<file path="src/rtl/fas_pkg.sv">
// Shared types for the frame animation sequencer: payload words, configuration
// view, and the command/status words between controller and datapath.
// No dependencies.
`default_nettype none

package fas_pkg;

    localparam int APB_AW = 4;

    typedef struct packed {
        logic [2:0]  action;
        logic [15:0] elapsed;
        logic [5:0]  entry_index;
        logic [15:0] entry_duration;
        logic        entry_pausable;
    } in_word_t;

    typedef struct packed {
        logic [5:0] frame_now;
        logic       is_paused;
        logic       is_finished;
        logic       success;
    } out_word_t;

    typedef struct packed {
        logic [6:0]  frame_count;
        logic        loop_enable;
        logic [15:0] default_duration;
    } cfg_t;

    typedef enum logic [4:0] {
        OP_NOP,
        OP_LOAD,
        OP_TICK_ADD,
        OP_SET_PEND,
        OP_FP_INIT,
        OP_RES_CLR,
        OP_FAIL,
        OP_FIN_SET,
        OP_RST_POS,
        OP_TBL_WR,
        OP_RES_CLAMP,
        OP_FIN_TIME,
        OP_SUM_INIT,
        OP_SUM_STEP,
        OP_MOD_INIT,
        OP_MOD_STEP,
        OP_MOD_FIN,
        OP_WALK,
        OP_FP_EVAL,
        OP_OUT_LOAD
    } dp_op_t;

    typedef struct packed {
        dp_op_t op;
    } dp_cmd_t;

    typedef struct packed {
        logic [2:0] act;
        logic       paused;
        logic       loop_en;
        logic       sum_done;
        logic       mod_need;
        logic       mod_zero;
        logic       walk_more;
        logic       fp_more;
        logic       out_free;
    } dp_stat_t;

endpackage

`default_nettype wire

</file>
<file path="src/rtl/frame_animation_sequencer_unit.sv">
// Frame animation sequencer, top level. Instantiates fas_cfg, fas_table,
// fas_dp and fas_ctrl; uses fas_pkg.
//
// Input channel s_valid/s_ready/s_data carries one command word (tick,
// pause request, force pause, resume, finish, reset, table write). Each
// word yields exactly one result word on m_valid/m_ready/m_data with the
// frame index, pause and finish flags and a success bit.
// Commands are processed one at a time. Resume, and finish without looping,
// end with the same frame advance as a tick. A tick on a looped animation
// sweeps the frame table once for the loop length, runs a bit-serial remainder
// when needed, then walks frames on the single table read port; force pause
// searches frame by frame on that port. A non-looped tick only walks frames.
// A finished result sits in the output register; the next word is accepted
// meanwhile, and the controller holds at result load until m_ready frees it.
// Reset (aresetn low, synchronous) returns to frame 0, clears pause state,
// marks all table entries as default and restores frame_count 1, looping
// on, default_duration 100. No clearing pass is needed.
// Config via APB at 0x0/0x4/0x8; write only while no command is in flight.
`default_nettype none

module frame_animation_sequencer_unit #(
    parameter int MAX_FRAMES = 64
) (
    input  wire logic                       aclk,
    input  wire logic                       aresetn,
    input  wire logic                       s_valid,
    output logic                            s_ready,
    input  wire fas_pkg::in_word_t          s_data,
    output logic                            m_valid,
    input  wire logic                       m_ready,
    output fas_pkg::out_word_t              m_data,
    input  wire logic                       psel,
    input  wire logic                       penable,
    input  wire logic                       pwrite,
    input  wire logic [fas_pkg::APB_AW-1:0] paddr,
    input  wire logic [31:0]                pwdata,
    output logic      [31:0]                prdata,
    output logic                            pready
);
    import fas_pkg::*;

    localparam int NMAX = (MAX_FRAMES < 127) ? MAX_FRAMES : 127;
    localparam int FIW  = (NMAX > 1) ? $clog2(NMAX) : 1;

    cfg_t           cfg;
    dp_cmd_t        cmd;
    dp_stat_t       stat;
    logic           tbl_wr_en;
    logic [5:0]     tbl_wr_addr;
    logic [15:0]    tbl_wr_dur;
    logic           tbl_wr_paus;
    logic [FIW-1:0] tbl_rd_addr;
    logic [15:0]    tbl_rd_dur;
    logic           tbl_rd_paus;

    fas_cfg u_cfg (
        .aclk    (aclk),
        .aresetn (aresetn),
        .psel    (psel),
        .penable (penable),
        .pwrite  (pwrite),
        .paddr   (paddr),
        .pwdata  (pwdata),
        .prdata  (prdata),
        .pready  (pready),
        .cfg     (cfg)
    );

    fas_table #(
        .MAX_FRAMES (MAX_FRAMES)
    ) u_table (
        .aclk    (aclk),
        .aresetn (aresetn),
        .wr_en   (tbl_wr_en),
        .wr_addr (tbl_wr_addr),
        .wr_dur  (tbl_wr_dur),
        .wr_paus (tbl_wr_paus),
        .rd_addr (tbl_rd_addr),
        .rd_dur  (tbl_rd_dur),
        .rd_paus (tbl_rd_paus)
    );

    fas_dp #(
        .MAX_FRAMES (MAX_FRAMES)
    ) u_dp (
        .aclk        (aclk),
        .aresetn     (aresetn),
        .cfg         (cfg),
        .cmd         (cmd),
        .stat        (stat),
        .s_data      (s_data),
        .m_valid     (m_valid),
        .m_ready     (m_ready),
        .m_data      (m_data),
        .tbl_wr_en   (tbl_wr_en),
        .tbl_wr_addr (tbl_wr_addr),
        .tbl_wr_dur  (tbl_wr_dur),
        .tbl_wr_paus (tbl_wr_paus),
        .tbl_rd_addr (tbl_rd_addr),
        .tbl_rd_dur  (tbl_rd_dur),
        .tbl_rd_paus (tbl_rd_paus)
    );

    fas_ctrl u_ctrl (
        .aclk    (aclk),
        .aresetn (aresetn),
        .s_valid (s_valid),
        .s_ready (s_ready),
        .stat    (stat),
        .cmd     (cmd)
    );

endmodule

`default_nettype wire

</file>
<file path="src/rtl/fas_cfg.sv">
// APB-style configuration registers: frame count, loop enable, default duration.
// Depends on fas_pkg.
`default_nettype none

module fas_cfg (
    input  wire logic                       aclk,
    input  wire logic                       aresetn,
    input  wire logic                       psel,
    input  wire logic                       penable,
    input  wire logic                       pwrite,
    input  wire logic [fas_pkg::APB_AW-1:0] paddr,
    input  wire logic [31:0]                pwdata,
    output logic      [31:0]                prdata,
    output logic                            pready,
    output fas_pkg::cfg_t                   cfg
);
    import fas_pkg::*;

    localparam logic [1:0] REG_FRAME_COUNT = 2'd0;
    localparam logic [1:0] REG_LOOP_ENABLE = 2'd1;
    localparam logic [1:0] REG_DEFAULT_DUR = 2'd2;

    logic [6:0]  frame_count_reg;
    logic        loop_enable_reg;
    logic [15:0] default_dur_reg;
    logic [1:0]  reg_sel;
    logic        wr_stb;

    assign pready  = 1'b1;
    assign reg_sel = paddr[3:2];
    assign wr_stb  = psel && penable && pwrite && pready;

    always_ff @(posedge aclk) begin
        if (!aresetn) begin
            frame_count_reg <= 7'd1;
            loop_enable_reg <= 1'b1;
            default_dur_reg <= 16'd100;
        end else if (wr_stb) begin
            case (reg_sel)
                REG_FRAME_COUNT: frame_count_reg <= pwdata[6:0];
                REG_LOOP_ENABLE: loop_enable_reg <= pwdata[0];
                REG_DEFAULT_DUR: default_dur_reg <= pwdata[15:0];
                default: ;
            endcase
        end
    end

    always_comb begin
        case (reg_sel)
            REG_FRAME_COUNT: prdata = 32'(frame_count_reg);
            REG_LOOP_ENABLE: prdata = 32'(loop_enable_reg);
            REG_DEFAULT_DUR: prdata = 32'(default_dur_reg);
            default:         prdata = '0;
        endcase
    end

    assign cfg.frame_count      = frame_count_reg;
    assign cfg.loop_enable      = loop_enable_reg;
    assign cfg.default_duration = default_dur_reg;

endmodule

`default_nettype wire

</file>
<file path="src/rtl/fas_table.sv">
// Per-frame table memory: 16-bit duration override and pausable flag per entry,
// with valid bits so unwritten entries read as zero. Registered read.
`default_nettype none

module fas_table #(
    parameter  int MAX_FRAMES = 64,
    localparam int NMAX = (MAX_FRAMES < 127) ? MAX_FRAMES : 127,
    localparam int FIW  = (NMAX > 1) ? $clog2(NMAX) : 1
) (
    input  wire logic           aclk,
    input  wire logic           aresetn,
    input  wire logic           wr_en,
    input  wire logic [5:0]     wr_addr,
    input  wire logic [15:0]    wr_dur,
    input  wire logic           wr_paus,
    input  wire logic [FIW-1:0] rd_addr,
    output logic      [15:0]    rd_dur,
    output logic                rd_paus
);
    import fas_pkg::*;

    localparam int TD  = (MAX_FRAMES < 64) ? MAX_FRAMES : 64;
    localparam int TIW = (TD > 1) ? $clog2(TD) : 1;

    logic [16:0]    mem [TD];
    logic [TD-1:0]  vld_reg;
    logic [16:0]    rd_word_reg;
    logic           rd_vld_reg;
    logic           wr_ok;
    logic           rd_ok;
    logic [TIW-1:0] wi;
    logic [TIW-1:0] ri;

    assign wr_ok = wr_en && (int'(wr_addr) < TD);
    assign rd_ok = int'(rd_addr) < TD;
    assign wi    = wr_addr[TIW-1:0];
    assign ri    = rd_addr[TIW-1:0];

    always_ff @(posedge aclk) begin
        if (wr_ok) begin
            mem[wi] <= {wr_paus, wr_dur};
        end
        rd_word_reg <= mem[ri];
    end

    always_ff @(posedge aclk) begin
        if (!aresetn) begin
            vld_reg    <= '0;
            rd_vld_reg <= 1'b0;
        end else begin
            if (wr_ok) begin
                vld_reg[wi] <= 1'b1;
            end
            rd_vld_reg <= rd_ok && vld_reg[ri];
        end
    end

    assign rd_dur  = rd_vld_reg ? rd_word_reg[15:0] : 16'd0;
    assign rd_paus = rd_vld_reg && rd_word_reg[16];

endmodule

`default_nettype wire

</file>
<file path="src/rtl/fas_dp.sv">
// Datapath: frame position, time accumulator, pause flags, loop-sum and
// remainder unit, output register. Driven by fas_ctrl commands; uses fas_pkg.
`default_nettype none

module fas_dp #(
    parameter  int MAX_FRAMES = 64,
    localparam int NMAX = (MAX_FRAMES < 127) ? MAX_FRAMES : 127,
    localparam int FIW  = (NMAX > 1) ? $clog2(NMAX) : 1
) (
    input  wire logic           aclk,
    input  wire logic           aresetn,
    input  wire fas_pkg::cfg_t  cfg,
    input  wire fas_pkg::dp_cmd_t cmd,
    output fas_pkg::dp_stat_t   stat,
    input  wire fas_pkg::in_word_t s_data,
    output logic                m_valid,
    input  wire logic           m_ready,
    output fas_pkg::out_word_t  m_data,
    output logic                tbl_wr_en,
    output logic [5:0]          tbl_wr_addr,
    output logic [15:0]         tbl_wr_dur,
    output logic                tbl_wr_paus,
    output logic [FIW-1:0]      tbl_rd_addr,
    input  wire logic [15:0]    tbl_rd_dur,
    input  wire logic           tbl_rd_paus
);
    import fas_pkg::*;

    localparam int          NW        = $clog2(NMAX + 1);
    localparam int          SW        = 16 + FIW;
    localparam logic [31:0] DUR_MAX   = 32'd65535;
    localparam logic [5:0]  MOD_STEPS = 6'd32;

    in_word_t        item_reg, item_next;
    logic [FIW-1:0]  fi_reg, fi_next;
    logic [31:0]     time_reg, time_next;
    logic            paused_reg, paused_next;
    logic            pend_reg, pend_next;
    logic            ok_reg, ok_next;
    logic [FIW-1:0]  start_reg, start_next;
    logic [SW-1:0]   sum_reg, sum_next;
    logic            stop_reg, stop_next;
    logic [NW-1:0]   sum_cnt_reg, sum_cnt_next;
    logic            live_reg, live_next;
    logic [SW-1:0]   rem_reg, rem_next;
    logic [31:0]     dvd_reg, dvd_next;
    logic [5:0]      mod_cnt_reg, mod_cnt_next;
    logic            m_valid_reg, m_valid_next;
    out_word_t       m_data_reg, m_data_next;

    logic [NW-1:0]   n;
    logic [NW-1:0]   n_m1;
    logic [NW-1:0]   fi_ext;
    logic [NW-1:0]   nx;
    logic [FIW-1:0]  fi_inc;
    logic [15:0]     def_eff;
    logic [15:0]     dur;
    logic [31:0]     dur32;
    logic            at_last;
    logic            t_ge_d;
    logic [31:0]     t_sub;
    logic            walk_more;
    logic            fp_more;
    logic            moved;
    logic [32:0]     t_add;
    logic [SW:0]     rem_sh;
    logic [SW:0]     sum_ext;
    logic            rem_ge;

    // effective frame count, clamped to 1..NMAX
    always_comb begin
        if (cfg.frame_count == '0) begin
            n = NW'(1);
        end else if (int'(cfg.frame_count) > NMAX) begin
            n = NW'(NMAX);
        end else begin
            n = NW'(cfg.frame_count);
        end
    end

    assign n_m1    = n - NW'(1);
    assign fi_ext  = NW'(fi_reg);
    assign nx      = fi_ext + NW'(1);
    assign fi_inc  = (nx == n) ? '0 : FIW'(nx);
    assign def_eff = (cfg.default_duration == '0) ? 16'd1 : cfg.default_duration;
    assign dur     = (tbl_rd_dur != '0) ? tbl_rd_dur : def_eff;
    assign dur32   = 32'(dur);
    assign at_last = !cfg.loop_enable && (fi_ext == n_m1);
    assign t_ge_d  = time_reg >= dur32;
    assign t_sub   = time_reg - dur32;
    assign moved   = fi_reg != start_reg;
    assign t_add   = 33'(time_reg) + 33'(item_reg.elapsed);
    assign rem_sh  = {rem_reg, dvd_reg[31]};
    assign sum_ext = {1'b0, sum_reg};
    assign rem_ge  = rem_sh >= sum_ext;

    // catch-up keeps going only while what is left covers the frame just left
    assign walk_more = !(pend_reg && tbl_rd_paus) && !at_last && t_ge_d && (t_sub >= dur32);
    assign fp_more   = !tbl_rd_paus && !at_last && (fi_inc != start_reg);

    always_comb begin
        item_next    = item_reg;
        fi_next      = (fi_ext >= n) ? '0 : fi_reg;   // frame count shrunk
        time_next    = time_reg;
        paused_next  = paused_reg;
        pend_next    = pend_reg;
        ok_next      = ok_reg;
        start_next   = start_reg;
        sum_next     = sum_reg;
        stop_next    = stop_reg;
        sum_cnt_next = sum_cnt_reg;
        live_next    = 1'b0;
        rem_next     = rem_reg;
        dvd_next     = dvd_reg;
        mod_cnt_next = mod_cnt_reg;
        m_valid_next = m_valid_reg && !m_ready;
        m_data_next  = m_data_reg;
        tbl_wr_en    = 1'b0;
        tbl_rd_addr  = fi_reg;

        case (cmd.op)
            OP_LOAD: begin
                item_next = s_data;
                ok_next   = 1'b1;
            end
            OP_TICK_ADD: begin
                time_next = t_add[32] ? '1 : t_add[31:0];
            end
            OP_SET_PEND: begin
                pend_next = 1'b1;
            end
            OP_FP_INIT: begin
                pend_next  = 1'b1;
                start_next = fi_reg;
            end
            OP_RES_CLR: begin
                pend_next   = 1'b0;
                paused_next = 1'b0;
            end
            OP_FAIL: begin
                ok_next = 1'b0;
            end
            OP_FIN_SET: begin
                fi_next = FIW'(n_m1);
            end
            OP_RST_POS: begin
                fi_next     = '0;
                time_next   = '0;
                paused_next = 1'b0;
                pend_next   = 1'b0;
            end
            OP_TBL_WR: begin
                tbl_wr_en = 1'b1;
            end
            OP_RES_CLAMP: begin
                if (time_reg > dur32) begin
                    time_next = dur32;
                end
            end
            OP_FIN_TIME: begin
                time_next = dur32;
            end
            OP_SUM_INIT: begin
                sum_next     = '0;
                stop_next    = 1'b0;
                sum_cnt_next = '0;
            end
            OP_SUM_STEP: begin
                // reads stream one per cycle; the table read is registered, so data lags the address
                if (sum_cnt_reg < n) begin
                    tbl_rd_addr  = FIW'(sum_cnt_reg);
                    sum_cnt_next = sum_cnt_reg + NW'(1);
                    live_next    = 1'b1;
                end
                if (live_reg) begin
                    sum_next  = sum_reg + SW'(dur);
                    stop_next = stop_reg || (pend_reg && tbl_rd_paus);
                end
            end
            OP_MOD_INIT: begin
                dvd_next     = time_reg - DUR_MAX;
                rem_next     = '0;
                mod_cnt_next = MOD_STEPS;
            end
            OP_MOD_STEP: begin
                rem_next     = rem_ge ? SW'(rem_sh - sum_ext) : SW'(rem_sh);
                dvd_next     = {dvd_reg[30:0], 1'b0};
                mod_cnt_next = mod_cnt_reg - 6'd1;
            end
            OP_MOD_FIN: begin
                time_next = 32'(rem_reg) + DUR_MAX;
            end
            OP_WALK: begin
                if (pend_reg && tbl_rd_paus) begin
                    paused_next = 1'b1;
                end else if (!at_last && t_ge_d) begin
                    fi_next   = fi_inc;
                    time_next = t_sub;
                end
            end
            OP_FP_EVAL: begin
                if (tbl_rd_paus) begin
                    paused_next = 1'b1;
                    if (moved) begin
                        time_next = '0;
                    end
                end else if (at_last) begin
                    time_next = dur32;
                end else if (fi_inc == start_reg) begin
                    // wrapped all the way round: put the frame back
                    fi_next = start_reg;
                    ok_next = 1'b0;
                end else begin
                    fi_next = fi_inc;
                end
            end
            OP_OUT_LOAD: begin
                m_valid_next            = 1'b1;
                m_data_next.frame_now   = 6'(fi_reg);
                m_data_next.is_paused   = paused_reg;
                m_data_next.is_finished = at_last && t_ge_d;
                m_data_next.success     = ok_reg;
            end
            default: ;
        endcase
    end

    always_ff @(posedge aclk) begin
        if (!aresetn) begin
            fi_reg      <= '0;
            time_reg    <= '0;
            paused_reg  <= 1'b0;
            pend_reg    <= 1'b0;
            live_reg    <= 1'b0;
            m_valid_reg <= 1'b0;
        end else begin
            fi_reg      <= fi_next;
            time_reg    <= time_next;
            paused_reg  <= paused_next;
            pend_reg    <= pend_next;
            live_reg    <= live_next;
            m_valid_reg <= m_valid_next;
        end
    end

    always_ff @(posedge aclk) begin
        item_reg    <= item_next;
        ok_reg      <= ok_next;
        start_reg   <= start_next;
        sum_reg     <= sum_next;
        stop_reg    <= stop_next;
        sum_cnt_reg <= sum_cnt_next;
        rem_reg     <= rem_next;
        dvd_reg     <= dvd_next;
        mod_cnt_reg <= mod_cnt_next;
        m_data_reg  <= m_data_next;
    end

    assign tbl_wr_addr = item_reg.entry_index;
    assign tbl_wr_dur  = item_reg.entry_duration;
    assign tbl_wr_paus = item_reg.entry_pausable;

    assign m_valid = m_valid_reg;
    assign m_data  = m_data_reg;

    assign stat.act       = item_reg.action;
    assign stat.paused    = paused_reg;
    assign stat.loop_en   = cfg.loop_enable;
    assign stat.sum_done  = (sum_cnt_reg == n) && !live_reg;
    assign stat.mod_need  = !stop_reg && ({1'b0, time_reg} >= (33'(sum_reg) + 33'(DUR_MAX)));
    assign stat.mod_zero  = mod_cnt_reg == '0;
    assign stat.walk_more = walk_more;
    assign stat.fp_more   = fp_more;
    assign stat.out_free  = !m_valid_reg || m_ready;

endmodule

`default_nettype wire

</file>
<file path="src/rtl/fas_ctrl.sv">
// Controller state machine: decodes the action word and sequences the datapath
// through loop sum, remainder, frame walk and result load. Uses fas_pkg.
`default_nettype none

module fas_ctrl (
    input  wire logic              aclk,
    input  wire logic              aresetn,
    input  wire logic              s_valid,
    output logic                   s_ready,
    input  wire fas_pkg::dp_stat_t stat,
    output fas_pkg::dp_cmd_t       cmd
);
    import fas_pkg::*;

    localparam logic [2:0] ACT_TICK        = 3'd0;
    localparam logic [2:0] ACT_REQ_PAUSE   = 3'd1;
    localparam logic [2:0] ACT_FORCE_PAUSE = 3'd2;
    localparam logic [2:0] ACT_RESUME      = 3'd3;
    localparam logic [2:0] ACT_FINISH      = 3'd4;
    localparam logic [2:0] ACT_RESET       = 3'd5;
    localparam logic [2:0] ACT_WRITE       = 3'd6;

    typedef enum logic [15:0] {
        S_IDLE    = 16'b0000_0000_0000_0001,
        S_DISP    = 16'b0000_0000_0000_0010,
        S_RS_RD   = 16'b0000_0000_0000_0100,
        S_RS_EV   = 16'b0000_0000_0000_1000,
        S_FN_RD   = 16'b0000_0000_0001_0000,
        S_FN_EV   = 16'b0000_0000_0010_0000,
        S_ADV     = 16'b0000_0000_0100_0000,
        S_SUM     = 16'b0000_0000_1000_0000,
        S_MOD_CHK = 16'b0000_0001_0000_0000,
        S_MOD     = 16'b0000_0010_0000_0000,
        S_W_RD    = 16'b0000_0100_0000_0000,
        S_W_EV    = 16'b0000_1000_0000_0000,
        S_FP_RD   = 16'b0001_0000_0000_0000,
        S_FP_EV   = 16'b0010_0000_0000_0000,
        S_F_RD    = 16'b0100_0000_0000_0000,
        S_F_EV    = 16'b1000_0000_0000_0000
    } state_t;

    state_t state_reg, state_next;

    always_comb begin
        state_next = state_reg;
        cmd.op     = OP_NOP;
        s_ready    = 1'b0;

        case (state_reg)
            S_IDLE: begin
                s_ready = 1'b1;
                if (s_valid) begin
                    cmd.op     = OP_LOAD;
                    state_next = S_DISP;
                end
            end
            S_DISP: begin
                case (stat.act)
                    ACT_TICK: begin
                        cmd.op     = OP_TICK_ADD;
                        state_next = S_ADV;
                    end
                    ACT_REQ_PAUSE: begin
                        cmd.op     = OP_SET_PEND;
                        state_next = S_F_RD;
                    end
                    ACT_FORCE_PAUSE: begin
                        cmd.op     = OP_FP_INIT;
                        state_next = S_FP_RD;
                    end
                    ACT_RESUME: begin
                        cmd.op     = OP_RES_CLR;
                        state_next = S_RS_RD;
                    end
                    ACT_FINISH: begin
                        if (stat.loop_en) begin
                            cmd.op     = OP_FAIL;
                            state_next = S_F_RD;
                        end else begin
                            cmd.op     = OP_FIN_SET;
                            state_next = S_FN_RD;
                        end
                    end
                    ACT_RESET: begin
                        cmd.op     = OP_RST_POS;
                        state_next = S_F_RD;
                    end
                    ACT_WRITE: begin
                        cmd.op     = OP_TBL_WR;
                        state_next = S_F_RD;
                    end
                    default: begin
                        state_next = S_F_RD;
                    end
                endcase
            end
            S_RS_RD: begin
                state_next = S_RS_EV;
            end
            S_RS_EV: begin
                cmd.op     = OP_RES_CLAMP;
                state_next = S_ADV;
            end
            S_FN_RD: begin
                state_next = S_FN_EV;
            end
            S_FN_EV: begin
                cmd.op     = OP_FIN_TIME;
                state_next = S_ADV;
            end
            S_ADV: begin
                if (stat.paused) begin
                    state_next = S_F_RD;
                end else if (stat.loop_en) begin
                    cmd.op     = OP_SUM_INIT;
                    state_next = S_SUM;
                end else begin
                    state_next = S_W_RD;
                end
            end
            S_SUM: begin
                cmd.op = OP_SUM_STEP;
                if (stat.sum_done) begin
                    state_next = S_MOD_CHK;
                end
            end
            S_MOD_CHK: begin
                if (stat.mod_need) begin
                    cmd.op     = OP_MOD_INIT;
                    state_next = S_MOD;
                end else begin
                    state_next = S_W_RD;
                end
            end
            S_MOD: begin
                if (stat.mod_zero) begin
                    cmd.op     = OP_MOD_FIN;
                    state_next = S_W_RD;
                end else begin
                    cmd.op = OP_MOD_STEP;
                end
            end
            S_W_RD: begin
                state_next = S_W_EV;
            end
            S_W_EV: begin
                cmd.op     = OP_WALK;
                state_next = stat.walk_more ? S_W_RD : S_F_RD;
            end
            S_FP_RD: begin
                state_next = S_FP_EV;
            end
            S_FP_EV: begin
                cmd.op     = OP_FP_EVAL;
                state_next = stat.fp_more ? S_FP_RD : S_F_RD;
            end
            S_F_RD: begin
                state_next = S_F_EV;
            end
            S_F_EV: begin
                // hold here while the previous result is still unclaimed
                if (stat.out_free) begin
                    cmd.op     = OP_OUT_LOAD;
                    state_next = S_IDLE;
                end
            end
            default: begin
                state_next = S_IDLE;
            end
        endcase
    end

    always_ff @(posedge aclk) begin
        if (!aresetn) begin
            state_reg <= S_IDLE;
        end else begin
            state_reg <= state_next;
        end
    end

endmodule

`default_nettype wire
</file>
<file path="config.mk">
export PLATFORM = sky130hd
export DESIGN_NAME = frame_animation_sequencer_unit
export DESIGN_NICKNAME = d
export VERILOG_FILES = /design/src/rtl/fas_pkg.sv /design/src/rtl/frame_animation_sequencer_unit.sv /design/src/rtl/fas_cfg.sv /design/src/rtl/fas_table.sv /design/src/rtl/fas_dp.sv /design/src/rtl/fas_ctrl.sv
export SDC_FILE = /design/constraint.sdc
export NUM_CORES = 2
export LEC_CHECK = 0
export BUFFER_PORTS_ARGS = -buffer_cell sky130_fd_sc_hd__buf_2
export CELL_PAD_IN_SITES_DETAIL_PLACEMENT = 0
export CELL_PAD_IN_SITES_GLOBAL_PLACEMENT = 1
export CORE_UTILIZATION = 50
export CTS_CLUSTER_DIAMETER = 40
export CTS_CLUSTER_SIZE = 20
export DETAILED_ROUTE_END_ITERATION = 8
export GPL_ROUTABILITY_DRIVEN = 0
export PLACE_DENSITY = 0.84
export SLEW_MARGIN = 20
export SYNTH_ARGS = -nofsm -noshare
export SYNTH_HDL_FRONTEND = slang
export SYNTH_SLANG_ARGS = --single-unit
</file>
<file path="constraint.sdc">
create_clock -name aclk -period 6.4 [get_ports aclk]
set_input_delay 0.96 -clock aclk [delete_from_list [all_inputs] [get_ports aclk]]
set_output_delay 0.96 -clock aclk [all_outputs]
set_load 0.01 [all_outputs]
</file>
# Word-level counts from Yosys, hierarchy flattened
# Memory sizes are Yosys's and may differ from the RTL's. A register that Yosys moved wholly into a read port is not among the register bits.
# Index checks and enable logic that the tools add are counted.
# totals
inputBits,85
word_cells,242
ff_bits,295
mem_count,1
ram_bits,1088
rom_bits,0
latch_bits,0
# op_classes
shift,0
div_mod_pow,0
muxes,73
n_eq_ne,65
n_mul,0
order_cmp,11
n_reduce_logical,51
add_sub_neg,11
bitwise,1
# memory_table
name,words,width,read_ports,rd_ports_with_merged_regs,wr,line,rtl
u_table.mem,64,17,1,1,1,fas_table.sv:25,logic [16:0] mem [TD];
# ops
op,n
16-bit one-hot mux with 15 select lines,1
32-bit two-way mux,7
32-bit one-hot mux with 7 select lines,1
16-bit two-way mux,8
22-bit one-hot mux with 2 select lines,2
32-bit by 16-bit greater-or-equal comparator with 1-bit output,2
64-bit OR,1
16-bit one-hot mux with 4 select lines,1
32-bit one-hot mux with 2 select lines,1
5-bit one-hot mux with 11 select lines,1
6-bit two-way mux,9
16-bit one-hot mux with 3 select lines,1
"22-bit by 16-bit adder with 23-bit output, second input constant",2
15-bit two-way mux,3
22-bit two-way mux,2
"5-bit by 4-bit == test with 1-bit output, second input constant",8
5-bit one-hot mux with 7 select lines,1
32-bit by 16-bit adder with 33-bit output,1
32-bit by 33-bit greater-or-equal comparator with 1-bit output,1
32-bit by 16-bit > comparator with 1-bit output,1
32-bit by 16-bit subtractor with 32-bit output,1
"32-bit by 16-bit subtractor with 32-bit output, second input constant",1
6-bit one-hot mux with 4 select lines,1
23-bit by 22-bit greater-or-equal comparator with 1-bit output,1
other kinds (72),154

# Longest topological paths before layout
# logic_depth
word_depth,12
mapped_depth,22
ltp_nobuf,21

# Modules after synthesis
# From an unflattened synthesis, not the netlist that was laid out.
# unflattened
cells_unflattened,4264
area_unflattened_um2,63313.2
# by_module_without_submodules
module,cells_per_inst,area_per_inst_um2,instances
fas_table,2091,44724.1,1
fas_dp,1857,16067.9,1
fas_cfg,153,1317.5,1
fas_ctrl,163,1203.7,1

# Worst setup path after synthesis
# Ideal clock, no wire load.
# synth_path
path_type,flip-flop to flip-flop
from,"reg u_table.rd_word_reg[7], read port of u_table.mem"
to,reg u_ctrl.state_reg[10]
path_buffers,1
t_arrival_ns,5.052
slack_ns,1.223
t_required_ns,6.275
period_less_slack_ns,5.177
stages_incl_launch_ff,22
cell_sequence,dfxtp_1 or4_1 o41ai_1 clkbuf_1 a22oi_1 ha_1 nor2b_1 o31a_1 o21ai_0 a21oi_1 a21o_1 a21oi_1 xnor2_1 ha_1 a21o_1 a21o_1 a21oi_1 o2111ai_1 nor4_1 nand2_1 a221oi_1 nor3b_1
# synth_via
elab_chain_len,8
elab_cells_between_ends,10
cone_classes,1 x add/sub; 2 x order compare; 4 x mux; 3 x reduce/logical
# synth_rtl
element,line,rtl
start: declaration,fas_table.sv:27,logic [16:0] rd_word_reg;
16-bit two-way mux *,fas_table.sv:58,assign rd_dur = rd_vld_reg ? rd_word_reg[15:0] : 16'd0;
16-bit nonzero test,fas_dp.sv:86,assign dur = (tbl_rd_dur != '0) ? tbl_rd_dur : def_eff;
16-bit two-way mux *,fas_dp.sv:86,
32-bit by 16-bit subtractor with 32-bit output / 32-bit by 16-bit greater-or-equal comparator with 1-bit output (equally long branches),"fas_dp.sv:90, fas_dp.sv:89",
32-bit by 16-bit greater-or-equal comparator with 1-bit output / 1-bit logical AND (equally long branches),fas_dp.sv:98,assign walk_more = !(pend_reg && tbl_rd_paus) && !at_last && t_ge_d && (t_sub >= dur32);
1-bit logical AND *,fas_dp.sv:98,
15-bit two-way mux *,fas_ctrl.sv:148,state_next = stat.walk_more ? S_W_RD : S_F_RD;
16-bit one-hot mux with 15 select lines *,fas_ctrl.sv:49,case (state_reg)
end signal: assignment,fas_ctrl.sv:177,state_reg <= state_next;
end: declaration,fas_ctrl.sv:42,"state_t state_reg, state_next;"
# Every way passes the cells marked *; elsewhere a longest branch is shown, timed or not.
# A chain may end at the register's enable or synchronous reset.

# Worst setup path in the final report
# Ends and elaborated chain as after synthesis.

==> summary.txt <==
Floorplan
  • Die height: 360 um
  • Die W: 360 um
  • Starting Density: 50.4%
  • # rows: 131
  • Die area: 130,000 um2
  • I/O pin cnt: 129
  • Core Box Area: 128,000 um2

Logic synthesis
  • Asr flop ratio synth: 0%
  • Distinct cell type count after synthesis: 97
  • Area contributors post-synth: edfxtp_1 (58%), dfxtp_1 (5.1%), mux2i_1 (4.5%)
  • Post-synthesis cell area: 64,300 um2
  • Synth Warn #: 0
  • Biggest area consumer among synthesized cells: edfxtp_1
  • Seq/Total Area, Yosys: 62.9%
  • #FFs+latches synth: 1,400
  • Number of synthesized flops with an enable pin: 1,236
  • Synth Flop Type: edfxtp_1
  • Gate Count Post-Synth: 5,226
  • Syn_area_per_cell: 12.3 um2
  • Top cell type's share of synthesized area: 57.8%

STA
  • Worst Skew: 0.0449 ns
  • Hold Fails Final Rpt: 0
  • Fin crit share: 90.8%
  • Tightest Pin Transition: 1.15 ns
  • Pins Over Slew Limit: 0
  • Total negative slack: 0 ns
  • Worst slew margin: 23.5%
  • RSZ-0062 raised after global routing: no
  • Final setup violation count: 0
  • Tmin final: 5.81 ns
  • Fmax: 172 MHz

Drt
  • Via density: 6.25
  • Routed wl met2: 82,900 um
  • Total number of vias: 44,800
  • DRT iter0 DRCs: 5,258
  • Routed wl met3: 16,300 um
  • DRC viols: 0
  • Post-route met1 wirelength: 73,700 um
  • Highest routed layer: met5
  • TritonRoute pass-1 iters: 6
  • Routed WL per cell: 25.2 um
  • Antenna viol nets, final: 0
  • Final WL: 181,000 um

Outcome
  • Run status: finished, final reports clean

Global route
  • All-Layer GR Usage: 27.4%
  • First-pass GRT wire length: 269,000 um
  • Vias in the first global route: 42,600
  • Largest net degree at the start of global routing: 142
  • GRT overflow: 0
  • Initial antenna violation count: 4

Flow run
  • Total of max-cap violations: 0

Cells and area
  • Most frequent cells in the layout: edfxtp_1 (1,236), nand2_1 (645), nor2_1 (302)
  • Share of layout cells above drive strength 1: 12.6%
  • Filler cell count: 10,200
  • Final #Nets: 5,588
  • Commonest non-fill, non-tap cell in the layout: edfxtp_1
  • Area grow syn2layout: 13.6%
  • Max reg flops: 1,088
  • Final core utilization: 57.2%

Worst setup path
  • Critical path class: register to register
  • Crit Path Max Fanout: 7
  • Worst-path cell chain: or4_1, o41ai_2, a22oi_1, ha_1, nor2b_1, o31a_1, o21ai_0, a21oi_1, a21o_1, a21oi_1, xnor2_1, ha_1, a21o_1, a21o_1, a21oi_1, o2111ai_1, nor4_1, buf_4, nand2_1, a221oi_1, nor3b_1
  • Worst path required time: 7.06 ns
  • Slowest CP cell: o41ai_2
  • Critical path endpoint category: register
  • CP peak stage delay: 0.68 ns
  • Crit path DAT: 6.47 ns
  • Startpoint types: register

Clocking
  • Clk_lat worst skew: 0.81 ns
  • Cts hold-fix bufs: 0
  • Clock tree buffer depth: 3
  • Setup bufs post-CTS: 0
  • TritonCTS buffer count: 156
  • Clock transition at path regs: 0.06 ns
  • H-tree levels: 4
  • Post-CTS sizing: 0
  • CTS sink cnt: 1,400
  • CTS tree: built
  • Clk Tree Root Cell: clkbuf_16

Power and ir drop
  • Clock power frac: 42.8%
  • Peak supply drop: 308 uV
  • PD cells: 301 nW/um2
  • Sw Ratio: 25.9%
  • Part of the power in registers: 48.2%
  • Comb pwr share: 9.0%
  • Internal power: 16.3 mW
  • Leakage: 25.1 nW
  • Sw Pwr: 5.69 mW

Place
  • Final HPWL DP: 113,000 um
  • IO buf count: 93

Worst hold path
  • Worst Hold Class: input pin to register
cell families (layout without fill, tap and decap cells):
kind of cell / after synthesis / count (layout) / synth area share (%)
adders and majority gates: 134 / 134 / 2.66
DFF: 1400 / 1400 / 62.9
and+or+nand+nor: 1541 / 1541 / 11.1
other: 2 / 18 / 0.0117
xor gates and xnor gates: 164 / 164 / 2.28
muxes: 294 / 294 / 4.59
AOI/OAI and AO/OA: 1265 / 1265 / 13.7
buffers and inverters: 426 / 688 / 2.84
metrics by stage:
stage | instances | setup WS (ns) | power [mW] | hold WS, ns | instance area [um2]
floorplan | 5241 | 1.22 | 11.9 | 0.400 | 64300
detailed placement | 6872 | 0.741 | 12.7 | 0.449 | 67400
global placement | 6872 | 0.678 | 12.7 | 0.442 | 67400
global route | 7165 | 0.171 | 22.6 | 0.299 | 73000
CTS | 7164 | 0.710 | 22.0 | 0.276 | 73000
finish | 7166 | 0.588 | 22.0 | 0.326 | 73000
power groups by stage:
stage / combinational [mW] / sequential [mW] / clock [mW]
after floorplan: 0.991 / 10.9 / 0
after global placement: 1.87 / 10.8 / 0
after detailed placement: 1.91 / 10.8 / 0
after CTS: 1.92 / 10.6 / 9.52
after global routing: 2.11 / 10.6 / 9.86
final: 1.97 / 10.6 / 9.41
cells in the mapped netlist (all sizes together), types with 17 or more instances:
library cell / n
and2: 23
nor3: 79
a211oi: 300
o221ai: 43
nand3: 154
and3: 19
ha: 130
a221o: 19
nor2b: 30
xor2: 55
o211ai: 19
edfxtp: 1236
o22ai: 22
buf: 147
nand2: 651
dfxtp: 164
or2: 17
o21a: 86
a22oi: 20
o21ai: 107
nand2b: 19
a21o: 32
a21oi: 292
a32oi: 39
nand4: 39
a21boi: 146
mux2i: 291
nor2: 352
nor4: 72
clkbuf: 191
xnor2: 107
inv: 88
or3: 22
per-layer routing:
metal | vias up | track usage (%)
met5 | - | 0
met4 | 6 | 11.7
met3 | 389 | 4.92
met2 | 2155 | 42.8
met1 | 22000 | 37.6
li1 | 20200 | -
final timing paths:
| path | slack [ns] | to | from | cells after the start |
|---|---|---|---|---|
| worst max-delay path | 0.59 | u_ctrl.state_reg[10] | u_table.rd_word_reg[7] | 21 |
| worst max register to register | 0.59 | u_ctrl.state_reg[10] | u_table.rd_word_reg[7] | 21 |
| worst min-delay path | 0.33 | u_dp.tbl_wr_dur[10] | s_data[11] | 1 |
| worst min register to register | 0.46 | u_table.vld_reg[51] | u_table.vld_reg[51] | 1 |
area by class of cell:
cell class              instances  area [um2]  area share (%)
multi-input cells            3415       22300            30.5
repair buffers                308        2340            3.21
inverters                      88         330           0.453
flip-flops and latches       1400       40400            55.4
well taps                    1662        2080            2.85
diodes                          1        2.50         0.00343
clock inverters               115        1460            2.01
clock buffers                 177        4090            5.60
critical path, delay by kind of cell, from the launching register on:
kind / cells / cell delay (ns)
flip-flops: 1 / 0.30
adder cells (fa/ha/maj): 2 / 0.72
AND/OR/NAND/NOR: 5 / 1.06
AO/OA/AOI/OAI: 12 / 3.22
XOR/XNOR: 1 / 0.18
buffers and inverters: 1 / 0.18
Note: power is estimated with default switching activity, not from simulation.
